### src/hw/rtl/mm4_pkg.sv
`timescale 1ns / 1ps
`default_nettype none
// ----------------------------------------------------------------------------
// mm4_pkg: shared types and constants of the 4x4 matrix multiplier
// Holds the transaction payload structs, the controller command struct and
// the fixed field widths of the Q16.16 operands and results.
// ----------------------------------------------------------------------------
package mm4_pkg;

  localparam int DIM_DEF       = 4;
  localparam int FRAC_BITS_DEF = 16;

  localparam int VALUE_W = 32;
  localparam int POS_W   = 4;
  localparam int PROD_W  = 2 * VALUE_W;

  localparam logic [VALUE_W-1:0] VALUE_MAX = 32'h7FFF_FFFF;
  localparam logic [VALUE_W-1:0] VALUE_MIN = 32'h8000_0000;

  typedef struct packed {
    logic signed [VALUE_W-1:0] a_value;
    logic signed [VALUE_W-1:0] b_value;
    logic        [POS_W-1:0]   position;
    logic                      last_load;
  } mm_in_t;

  typedef struct packed {
    logic signed [VALUE_W-1:0] product_value;
    logic        [POS_W-1:0]   out_position;
    logic                      last_result;
    logic                      saturated;
  } mm_out_t;

  // Command from the controller to the datapath, valid for one cycle.
  typedef struct packed {
    logic load;        // store the pair of the accepted transaction
    logic issue;       // one product term is issued this cycle
    logic first_term;  // first term of a result element
    logic last_term;   // last term of a result element
    logic last_elem;   // term belongs to the final result element
  } mm_cmd_t;

endpackage
`default_nettype wire

### src/hw/rtl/mm4_ctrl.sv
`timescale 1ns / 1ps
`default_nettype none
// ----------------------------------------------------------------------------
// mm4_ctrl: sequencer of the matrix multiplier
// Accepts load transactions while idle, then walks column, row and term
// counters to issue one product term per cycle, and waits for the datapath
// to deliver the final result.
// ----------------------------------------------------------------------------
module mm4_ctrl #(
  parameter int DIM   = mm4_pkg::DIM_DEF,
  parameter int IDX_W = $clog2(DIM * DIM)
) (
  input  wire logic               clk_i,
  input  wire logic               rst_ni,
  input  wire logic               start,
  input  wire logic               last_load_i,
  input  wire logic               last_done_i,
  output logic                    busy,
  output mm4_pkg::mm_cmd_t        cmd_o,
  output logic [IDX_W-1:0]        a_addr_o,
  output logic [IDX_W-1:0]        b_addr_o,
  output logic [IDX_W-1:0]        elem_pos_o
);
  import mm4_pkg::*;

  localparam int CNT_W = $clog2(DIM);
  localparam logic [CNT_W-1:0] LAST_CNT = CNT_W'(DIM - 1);
  localparam logic [IDX_W-1:0] DIM_IDX  = IDX_W'(DIM);

  typedef enum logic [2:0] {
    ST_IDLE  = 3'b001,
    ST_RUN   = 3'b010,
    ST_DRAIN = 3'b100
  } state_e;

  state_e           state_q, state_d;
  logic [CNT_W-1:0] col_q, col_d;
  logic [CNT_W-1:0] row_q, row_d;
  logic [CNT_W-1:0] k_q, k_d;
  logic             accept;

  assign busy   = (state_q != ST_IDLE);
  assign accept = start & ~busy;

  always_comb begin
    state_d = state_q;
    col_d   = col_q;
    row_d   = row_q;
    k_d     = k_q;
    case (state_q)
      ST_IDLE: begin
        col_d = '0;
        row_d = '0;
        k_d   = '0;
        if (accept && last_load_i) begin
          state_d = ST_RUN;
        end
      end
      ST_RUN: begin
        if (k_q == LAST_CNT) begin
          k_d = '0;
          if (row_q == LAST_CNT) begin
            row_d = '0;
            if (col_q == LAST_CNT) begin
              state_d = ST_DRAIN;
            end else begin
              col_d = col_q + CNT_W'(1);
            end
          end else begin
            row_d = row_q + CNT_W'(1);
          end
        end else begin
          k_d = k_q + CNT_W'(1);
        end
      end
      ST_DRAIN: begin
        if (last_done_i) begin
          state_d = ST_IDLE;
        end
      end
      default: begin
        state_d = ST_IDLE;
      end
    endcase
  end

  always_ff @(posedge clk_i or negedge rst_ni) begin
    if (!rst_ni) begin
      state_q <= ST_IDLE;
      col_q   <= '0;
      row_q   <= '0;
      k_q     <= '0;
    end else begin
      state_q <= state_d;
      col_q   <= col_d;
      row_q   <= row_d;
      k_q     <= k_d;
    end
  end

  // Element A[row][k] sits at k*DIM+row, element B[k][col] at col*DIM+k.
  assign a_addr_o   = IDX_W'(k_q) * DIM_IDX + IDX_W'(row_q);
  assign b_addr_o   = IDX_W'(col_q) * DIM_IDX + IDX_W'(k_q);
  assign elem_pos_o = IDX_W'(col_q) * DIM_IDX + IDX_W'(row_q);

  always_comb begin
    cmd_o.load       = accept;
    cmd_o.issue      = (state_q == ST_RUN);
    cmd_o.first_term = (k_q == '0);
    cmd_o.last_term  = (k_q == LAST_CNT);
    cmd_o.last_elem  = (col_q == LAST_CNT) && (row_q == LAST_CNT);
  end

endmodule
`default_nettype wire

### src/hw/rtl/mm4_datapath.sv
`timescale 1ns / 1ps
`default_nettype none
// ----------------------------------------------------------------------------
// mm4_datapath: operand stores and multiply-accumulate pipeline
// Two element stores with per-entry valid bits, a registered read stage,
// a 32x32 multiplier stage, an accumulator and a round-and-saturate stage
// that drives the result register.
// ----------------------------------------------------------------------------
module mm4_datapath #(
  parameter int DIM       = mm4_pkg::DIM_DEF,
  parameter int FRAC_BITS = mm4_pkg::FRAC_BITS_DEF,
  parameter int IDX_W     = $clog2(DIM * DIM)
) (
  input  wire logic             clk_i,
  input  wire logic             rst_ni,
  input  wire mm4_pkg::mm_in_t  in_data_i,
  input  wire mm4_pkg::mm_cmd_t cmd_i,
  input  wire logic [IDX_W-1:0] a_addr_i,
  input  wire logic [IDX_W-1:0] b_addr_i,
  input  wire logic [IDX_W-1:0] elem_pos_i,
  output logic                  result_valid_o,
  output mm4_pkg::mm_out_t      result_o,
  output logic                  last_done_o
);
  import mm4_pkg::*;

  localparam int CELLS = DIM * DIM;
  localparam int ACC_W = PROD_W + $clog2(DIM) + 1;
  localparam int SH_W  = ACC_W - FRAC_BITS;
  localparam logic [ACC_W-1:0] RND_HALF = {{(ACC_W - 1){1'b0}}, 1'b1} << (FRAC_BITS - 1);

  logic [VALUE_W-1:0] a_mem_q [CELLS];
  logic [VALUE_W-1:0] b_mem_q [CELLS];
  logic [CELLS-1:0]   vld_q;
  logic               wr_en;
  logic [IDX_W-1:0]   wr_addr;

  // Read stage
  logic [VALUE_W-1:0] a_rd_q, b_rd_q;
  logic               a_ok_q, b_ok_q;
  logic               s1_vld_q, s1_first_q, s1_last_q, s1_final_q;
  logic [IDX_W-1:0]   s1_pos_q;

  // Multiply stage
  logic signed [VALUE_W-1:0] a_op, b_op;
  logic signed [PROD_W-1:0]  prod_d, prod_q;
  logic                      s2_vld_q, s2_first_q, s2_last_q, s2_final_q;
  logic [IDX_W-1:0]          s2_pos_q;

  // Accumulate stage
  logic [ACC_W-1:0] prod_ext;
  logic [ACC_W-1:0] acc_q, acc_d;
  logic             acc_vld_q, acc_final_q;
  logic [IDX_W-1:0] acc_pos_q;

  // Round and saturate
  logic [ACC_W-1:0]    rnd;
  logic [SH_W-1:0]     shifted;
  logic [SH_W-32:0]    upper;
  logic                fits;
  mm_out_t             result_d, result_q;
  logic                strobe_q;

  // Positions outside the matrix are dropped on load.
  assign wr_en   = cmd_i.load && (int'(in_data_i.position) < CELLS);
  assign wr_addr = IDX_W'(in_data_i.position);

  always_ff @(posedge clk_i) begin
    if (wr_en) begin
      a_mem_q[wr_addr] <= in_data_i.a_value;
      b_mem_q[wr_addr] <= in_data_i.b_value;
    end
    a_rd_q <= a_mem_q[a_addr_i];
    b_rd_q <= b_mem_q[b_addr_i];
  end

  always_ff @(posedge clk_i or negedge rst_ni) begin
    if (!rst_ni) begin
      vld_q <= '0;
    end else if (wr_en) begin
      vld_q[wr_addr] <= 1'b1;
    end
  end

  always_ff @(posedge clk_i or negedge rst_ni) begin
    if (!rst_ni) begin
      a_ok_q     <= 1'b0;
      b_ok_q     <= 1'b0;
      s1_vld_q   <= 1'b0;
      s2_vld_q   <= 1'b0;
      acc_vld_q  <= 1'b0;
      strobe_q   <= 1'b0;
    end else begin
      a_ok_q     <= vld_q[a_addr_i];
      b_ok_q     <= vld_q[b_addr_i];
      s1_vld_q   <= cmd_i.issue;
      s2_vld_q   <= s1_vld_q;
      acc_vld_q  <= s2_vld_q & s2_last_q;
      strobe_q   <= acc_vld_q;
    end
  end

  // Entries never written since reset read as zero.
  assign a_op   = a_ok_q ? a_rd_q : '0;
  assign b_op   = b_ok_q ? b_rd_q : '0;
  assign prod_d = a_op * b_op;

  always_ff @(posedge clk_i) begin
    s1_first_q  <= cmd_i.first_term;
    s1_last_q   <= cmd_i.last_term;
    s1_final_q  <= cmd_i.last_elem;
    s1_pos_q    <= elem_pos_i;
    prod_q      <= prod_d;
    s2_first_q  <= s1_first_q;
    s2_last_q   <= s1_last_q;
    s2_final_q  <= s1_final_q;
    s2_pos_q    <= s1_pos_q;
    acc_q       <= acc_d;
    acc_final_q <= s2_final_q;
    acc_pos_q   <= s2_pos_q;
    result_q    <= result_d;
  end

  assign prod_ext = {{(ACC_W - PROD_W){prod_q[PROD_W-1]}}, prod_q};

  always_comb begin
    acc_d = acc_q;
    if (s2_vld_q) begin
      acc_d = s2_first_q ? prod_ext : acc_q + prod_ext;
    end
  end

  // Adding half an LSB and dropping the fraction rounds halves upward.
  assign rnd     = acc_q + RND_HALF;
  assign shifted = rnd[ACC_W-1:FRAC_BITS];
  assign upper   = shifted[SH_W-1:31];
  assign fits    = (&upper) | ~(|upper);

  always_comb begin
    result_d = result_q;
    if (acc_vld_q) begin
      result_d.out_position = POS_W'(acc_pos_q);
      result_d.last_result  = acc_final_q;
      result_d.saturated    = ~fits;
      if (fits) begin
        result_d.product_value = shifted[VALUE_W-1:0];
      end else if (shifted[SH_W-1]) begin
        result_d.product_value = VALUE_MIN;
      end else begin
        result_d.product_value = VALUE_MAX;
      end
    end
  end

  assign result_valid_o = strobe_q;
  assign result_o       = result_q;
  assign last_done_o    = strobe_q & result_q.last_result;

endmodule
`default_nettype wire

### src/hw/rtl/matrix_multiply_4x4_core.sv
`timescale 1ns / 1ps
`default_nettype none
// ----------------------------------------------------------------------------
// matrix_multiply_4x4_core: column-major Q16.16 matrix multiplier
// Loads two DIM x DIM matrices pairwise and computes R = A*B on request.
// ----------------------------------------------------------------------------
// Usage:
//   An input transaction is taken on a rising edge with start high and busy
//   low. It stores one element of A and of B at the given column-major
//   position. Loads are taken one per cycle; busy stays low between them.
//   A transaction with last_load set stores its pair and starts the multiply;
//   busy then stays high until the final result has been delivered.
//   Results leave in column-major order on result_o, each for one cycle with
//   result_valid_o high; the receiver cannot stall them. The last one has
//   last_result set, and saturated flags elements clipped to 32 bits.
//   Timing: one product term per cycle through the shared multiplier; each
//   term passes the read, multiply, accumulate and round stages, and busy
//   falls in the cycle after the final result has been delivered.
//   Reset clears both matrices to zero through per-entry valid bits; no
//   clearing pass is needed and loads are taken right after reset.
// ----------------------------------------------------------------------------
module matrix_multiply_4x4_core #(
  parameter int DIM       = mm4_pkg::DIM_DEF,
  parameter int FRAC_BITS = mm4_pkg::FRAC_BITS_DEF
) (
  input  wire logic            clk_i,
  input  wire logic            rst_ni,
  input  wire logic            start,
  output logic                 busy,
  input  wire mm4_pkg::mm_in_t in_data_i,
  output logic                 result_valid_o,
  output mm4_pkg::mm_out_t     result_o
);
  import mm4_pkg::*;

  localparam int IDX_W = $clog2(DIM * DIM);

  mm_cmd_t          cmd;
  logic [IDX_W-1:0] a_addr;
  logic [IDX_W-1:0] b_addr;
  logic [IDX_W-1:0] elem_pos;
  logic             last_done;

  mm4_ctrl #(
    .DIM   (DIM),
    .IDX_W (IDX_W)
  ) u_ctrl (
    .clk_i       (clk_i),
    .rst_ni      (rst_ni),
    .start       (start),
    .last_load_i (in_data_i.last_load),
    .last_done_i (last_done),
    .busy        (busy),
    .cmd_o       (cmd),
    .a_addr_o    (a_addr),
    .b_addr_o    (b_addr),
    .elem_pos_o  (elem_pos)
  );

  mm4_datapath #(
    .DIM       (DIM),
    .FRAC_BITS (FRAC_BITS),
    .IDX_W     (IDX_W)
  ) u_datapath (
    .clk_i          (clk_i),
    .rst_ni         (rst_ni),
    .in_data_i      (in_data_i),
    .cmd_i          (cmd),
    .a_addr_i       (a_addr),
    .b_addr_i       (b_addr),
    .elem_pos_i     (elem_pos),
    .result_valid_o (result_valid_o),
    .result_o       (result_o),
    .last_done_o    (last_done)
  );

endmodule
`default_nettype wire

### config.mk
export PLATFORM = sky130hd
export DESIGN_NAME = matrix_multiply_4x4_core
export DESIGN_NICKNAME = d
export VERILOG_FILES = /design/src/hw/rtl/mm4_pkg.sv /design/src/hw/rtl/mm4_ctrl.sv /design/src/hw/rtl/mm4_datapath.sv /design/src/hw/rtl/matrix_multiply_4x4_core.sv
export SDC_FILE = /design/constraint.sdc
export NUM_CORES = 2
export LEC_CHECK = 0
export ABC_CLOCK_PERIOD_IN_PS = 10000
export BUFFER_PORTS_ARGS = -buffer_cell sky130_fd_sc_hd__buf_4
export CAP_MARGIN = 10
export CORE_MARGIN = 8
export CORE_UTILIZATION = 65
export CTS_BUF_LIST = sky130_fd_sc_hd__clkbuf_8 sky130_fd_sc_hd__clkbuf_16
export DETAILED_ROUTE_END_ITERATION = 7
export HOLD_SLACK_MARGIN = 0.1
export MAX_ROUTING_LAYER = met4
export PLACE_DENSITY = 0.87
export SLEW_MARGIN = 20
export SYNTH_ARGS = -nofsm -noshare
export SYNTH_HDL_FRONTEND = slang
export SYNTH_SLANG_ARGS = --single-unit
### constraint.sdc
create_clock -name clk_i -period 10 [get_ports clk_i]
set_input_delay 1.5 -clock clk_i [delete_from_list [all_inputs] [get_ports clk_i]]
set_output_delay 1.5 -clock clk_i [all_outputs]
set_load 0.005 [all_outputs]
== Word-level counts from Yosys, hierarchy flattened ==
Memories as Yosys holds them, arrays and structs flattened. A register that Yosys moved wholly into a read port is not among the register bits.
Cells that the tools add are included.
Operators by class
  bitwise logic cells: 8
  equality and inequality tests: 13
  add/subtract/negate cells: 8
  muxes and demuxes: 28
  reductions and logical operators: 10
  multipliers: 1
  $lt $le $gt $ge: 4
Operators with widths (count)
  32-bit 2-to-1 mux: 4
  67-bit by 16-bit adder with 67-bit output (second input constant): 1
  67-bit adder: 1
  67-bit 2-to-1 mux: 1
  32-bit by 32-bit multiplier with 64-bit output: 1
  20-bit AND reduction: 1
  20-bit OR reduction: 1
  16-bit bitwise OR: 1
  4-bit by 5-bit less-than comparator with 1-bit output (second input constant): 3
  3-bit 2-to-1 mux: 5
  4-bit by 2-bit adder with 4-bit output: 3
  2-bit 2-to-1 mux: 6
  2-bit case mux with 2 select lines: 3
  2-bit != test (second input constant): 5
  3-bit case mux with 3 select lines: 1
  1-bit binary-select mux with 4-bit select: 2
  2-bit by 1-bit adder with 2-bit output (second input constant): 3
  2-bit equality test (second input constant): 3
  1-bit 2-to-1 mux: 5
  5-bit AND reduction: 1
  1-bit demux with 4-bit select: 1
  4-bit by 1-bit >= comparator with 1-bit output (second input constant): 1
  4-bit AND reduction: 1
  1-bit AND: 3
  other kinds (11): 15
Word-level totals
  bits in writable memories: 1024
  memories kept: 2
  output and inout bits: 40
  register bits: 219
  input bits: 72
  logic and storage cells: 101
Memories
  u_datapath.a_mem_q: words 16, bits a word 32, rd ports 1, clocked after Yosys merged registers in 1, wr ports 1, line mm4_datapath.sv:32  | logic [VALUE_W-1:0] a_mem_q [CELLS];
  u_datapath.b_mem_q: words 16, bits a word 32, rd ports 1, clocked after Yosys merged registers in 1, wr ports 1, line mm4_datapath.sv:33  | logic [VALUE_W-1:0] b_mem_q [CELLS];

== Logic depth before layout (Yosys ltp) ==
  depth after elaboration: 6
  gate-level depth with buffers: 35
  gate-level depth less buffers: 31

== Cells and area by module ==
From an unflattened synthesis, not the netlist that was laid out.
Second synthesis, totals
  cells, all modules: 6774
  area, all modules: 87691.6 µm²
Modules (own cells, without submodules)
  mm4_datapath: area an instance 87106.0 µm², seq. area each 37395.9 µm², instances 1, cells an instance 6716
  mm4_ctrl: area an instance 585.6 µm², seq. area each 226.5 µm², instances 1, cells an instance 58

== Least setup slack after synthesis ==
OpenSTA, ideal clock, no wires.
  kind: flip-flop to flip-flop
  start: register u_datapath.a_ok_q
  end: register u_datapath.prod_q[63]
  arrival: 8532 ps
  required time: 9909 ps
  clock period less this slack: 8623 ps
  library setup time: 91 ps
  path slack: 1377 ps
  buffers on the path: 5
  stages on the path, launching flop included: 29
  path through: dfrtp_1 -> clkbuf_1 -> clkbuf_1 -> clkbuf_1 -> nand2_1 -> clkbuf_1 -> nor2_1 -> fa_1 -> fa_1 -> fa_1 -> fa_1 -> inv_1 -> fa_1 -> inv_1 -> fa_1 -> inv_1 -> fa_1 -> inv_1 -> fa_1 -> ha_1 -> clkbuf_1 -> a21o_1 -> a21oi_1 -> o21ai_0 -> a31oi_1 -> o31ai_2 -> a221oi_1 -> o21ai_0 -> a311oi_1
On the way
  cells in the longest elaborated chain, start to end: 2
RTL lines
  start, declared: line mm4_datapath.sv:40  | logic a_ok_q, b_ok_q;
  start signal, assigned: line mm4_datapath.sv:94  | a_ok_q <= vld_q[a_addr_i];
  32-bit 2-to-1 mux: line mm4_datapath.sv:104  | assign a_op = a_ok_q ? a_rd_q : '0;
  32-bit by 32-bit multiplier with 64-bit output: line mm4_datapath.sv:106  | assign prod_d = a_op * b_op;
  via u_datapath.prod_d[63]: line mm4_datapath.sv:46  | logic signed [PROD_W-1:0] prod_d, prod_q;
  end signal, assigned: line mm4_datapath.sv:113  | prod_q <= prod_d;
  end, declared: line mm4_datapath.sv:46
The timed path passes the listed nets, and every way through them passes these cells.
A chain may end at the register's enable or synchronous reset.

== Final worst setup path ==
Same ends and word-level chain as after synthesis.

==> out/metrics.yaml <==
sta:
  worst_pin_slew_ns: 1.173
  fin_crit_ns: 9.568
  clock.fmax_mhz: 104.5
  slew_violations: 0
  slew_headroom: 0.2161
  final.period_utilization: 0.9568
  rsz0062_at_grt: "no"
  hold_violations: 0
  finClkSkew_ns: 0.07085
  holdWs_ns: 0.3406
  setup_violations: 0
  tns_ns: 0
place:
  io_buffers: 111
  placedCellCount: 8320
  gp_congestion: 1.059
  dp_hpwl_mm: 167.9
yosys:
  synth_ff_type: "edfxtp_1"
  ys_seq_area_frac: 0.4342
  synth-seq-cells: 1307
  netlist_top_cells_area: "edfxtp_1 (39%), fa_1 (25%), mux4_2 (8.6%), inv_1 (4.3%), ha_1 (3.7%)"
  yosysMostFrequentCell: "edfxtp_1"
  synthArstFlopShare: 0.02372
  synth_top_area_cell: "edfxtp_1"
  synth-edff-count: 1129
  syn-cell-area_mm2: 0.08664
  postSynthCellCount: 6618
  yosysTopAreaCellShare: 0.3913
  syn_nets: 8028
  yosysWarnings: 0
  syn_area_per_cell_um2: 13.09
  netlist_top_cells_count: "edfxtp_1 (1,129), fa_1 (1,083), inv_1 (985)"
  synth_cell_types: 84
final_layout:
  layout.nets: 8085
  postLayoutCoreUtil: 0.7061
  fin_cells: 8570
  drive_gt1_frac: 0.1275
  fill_cells: 8284
  syn2layout_area_growth_pct: 8.360
worst_setup_path:
  slowest_delay_ns: 0.99
  path_common_cell: "fa_1"
  critical_path_class: "reg -> reg"
  worstSetupStartpointType: "flop"
  required_ns: 10.62
  cp_max_fo: 64
  crit_arrival_ns: 10.19
  cp-end-kind: "flop"
  cp_slowest_cell: "fa_1"
clock_tree:
  clock_latency_ns: 0.79
  cts_setup_buffers: 0
  holdBufCountCts: 0
  tritoncts: "done"
  clockBufferDepth: 3
  cts.clk_slew.worst_paths_ns: 0.06
  cts_resized: 0
  cts_root_buf: "clkbuf_16"
  htreeDepth: 3
  cts_made_buffers: 121
  clkSinkCount: 1307
die:
  dieArea_mm2: 0.1452
  core_mm2: 0.1330
  initial_core_util: 0.6517
  die_x_um: 381.1
  io_pins: 112
  rows: 134
  die_h_um: 381.1
drt:
  vias: 55560
  wl_per_cell_um: 29.55
  drtIter0Drc: 6874
  routed_wirelength_mm: 253.3
  vias_per_cell: 6.483
  first_pass_iters: 6
  route.detailed.drc: 0
  postRouteAntennaNets: 0
global_route:
  grt_pass1_vias: 59360
  overflow: 0
  antenna_found_initial: 18
  grt_first_pass_wirelength_mm: 376.6
  grt_max_degree: 108
  track_usage: 0.3592
hold_path:
  hp-class: "reg -> reg"
flow_run:
  max_cap_viol_count: 0
outcome:
  outcome: "finished, final reports clean"
[cell type report]
class	count	area (um2)	area share
clock buffers	124	3069	0.03269
well taps	1768	2212	0.02356
repair buffers	260	2002	0.02132
diodes	19	47.55	0.0005064
multi-input cells	3998	44170	0.4705
flip-flops and latches	1307	37650	0.4010
inverters	987	3705	0.03946
clock inverters	107	1027	0.01094
[placed cells by master, fill, tap and decap left out, drive strengths merged, types with 90 or more instances in the layout]
master  Yosys  routed
mux4      330     330
o21ai     139     139
inv       986    1006
xnor2      91      91
dfxtp     147     147
clkbuf    274     124
a21oi     147     147
fa       1083    1083
ha        255     255
nor2      623     623
a21o       90      90
edfxtp   1129    1129
nand2     708     708
buf        52     260
[flip-flops by register name, summed over array words and instances, names as in the netlist, 16 cells and up]
name                 flops
u_datapath.b_rd_q       32
u_datapath.b_mem_q     512
u_datapath.result_o     38
u_datapath.acc_q        67
u_datapath.a_mem_q     512
u_datapath.prod_q       64
u_datapath.a_rd_q       32
u_datapath.vld_q        16
[path summary, 6_finish.rpt]
kind                                        start                      to  slack [ns]  cells past startpoint
max reg2reg                     u_datapath.a_ok_q   u_datapath.prod_q[63]        0.43                     28
min reg2reg                u_datapath.s1_pos_q[2]  u_datapath.s2_pos_q[2]        0.34                      0
min                        u_datapath.s1_pos_q[2]  u_datapath.s2_pos_q[2]        0.34                      0
min in group asynchronous                  rst_ni       u_ctrl.state_q[1]        0.68                      1
max                             u_datapath.a_ok_q   u_datapath.prod_q[63]        0.43                     28
max in group asynchronous                  rst_ni           u_ctrl.k_q[1]        8.94                      1
[layer usage]
metal  share of wire  GRT usage  vias up  wire length [um]
met5               0          -        -                 0
met4           0.066     0.1925        0             16800
met3            0.13     0.1040     1056             32190
met2            0.48     0.5633     4246            120600
met1            0.33     0.4232    28100             83690
li1                -          -    22160                 -
[kinds of logic (layout without fill, tap and decap cells)]
logic type,count (synthesis),count (layout),synth area share
AOI/OAI and AO/OA,522,522,0.03837
DFF,1307,1307,0.4342
buffers and inverters,1313,1478,0.05722
xor gates and xnor gates,164,164,0.01658
muxes,338,338,0.08676
other,0,19,0
and+or+nand+nor,1636,1636,0.07979
adders and majority gates,1338,1338,0.2871
[worst max-delay path, delay by kind of cell (launching register included)]
family	cells	cell delay [ns]
fa+ha+maj	9	4.78
compound gates	8	1.95
buf+inv	9	1.79
simple gates	2	0.46
flops	1	0.39
[through the flow]
| step | area [um2] | setup slack, ns |
|---|---|---|
| after global placement | 89740 | 1.001 |
| after floorplan | 86640 | 1.377 |
| final | 93890 | 0.4322 |
| after detailed placement | 89740 | 0.7032 |
| after CTS | 93840 | 0.6273 |
| after global routing | 93880 | 0.08254 |
Power is left out: the tool's default activity adds up to more than one toggle a clock period on the data nets, which glitch-free logic cannot reach.
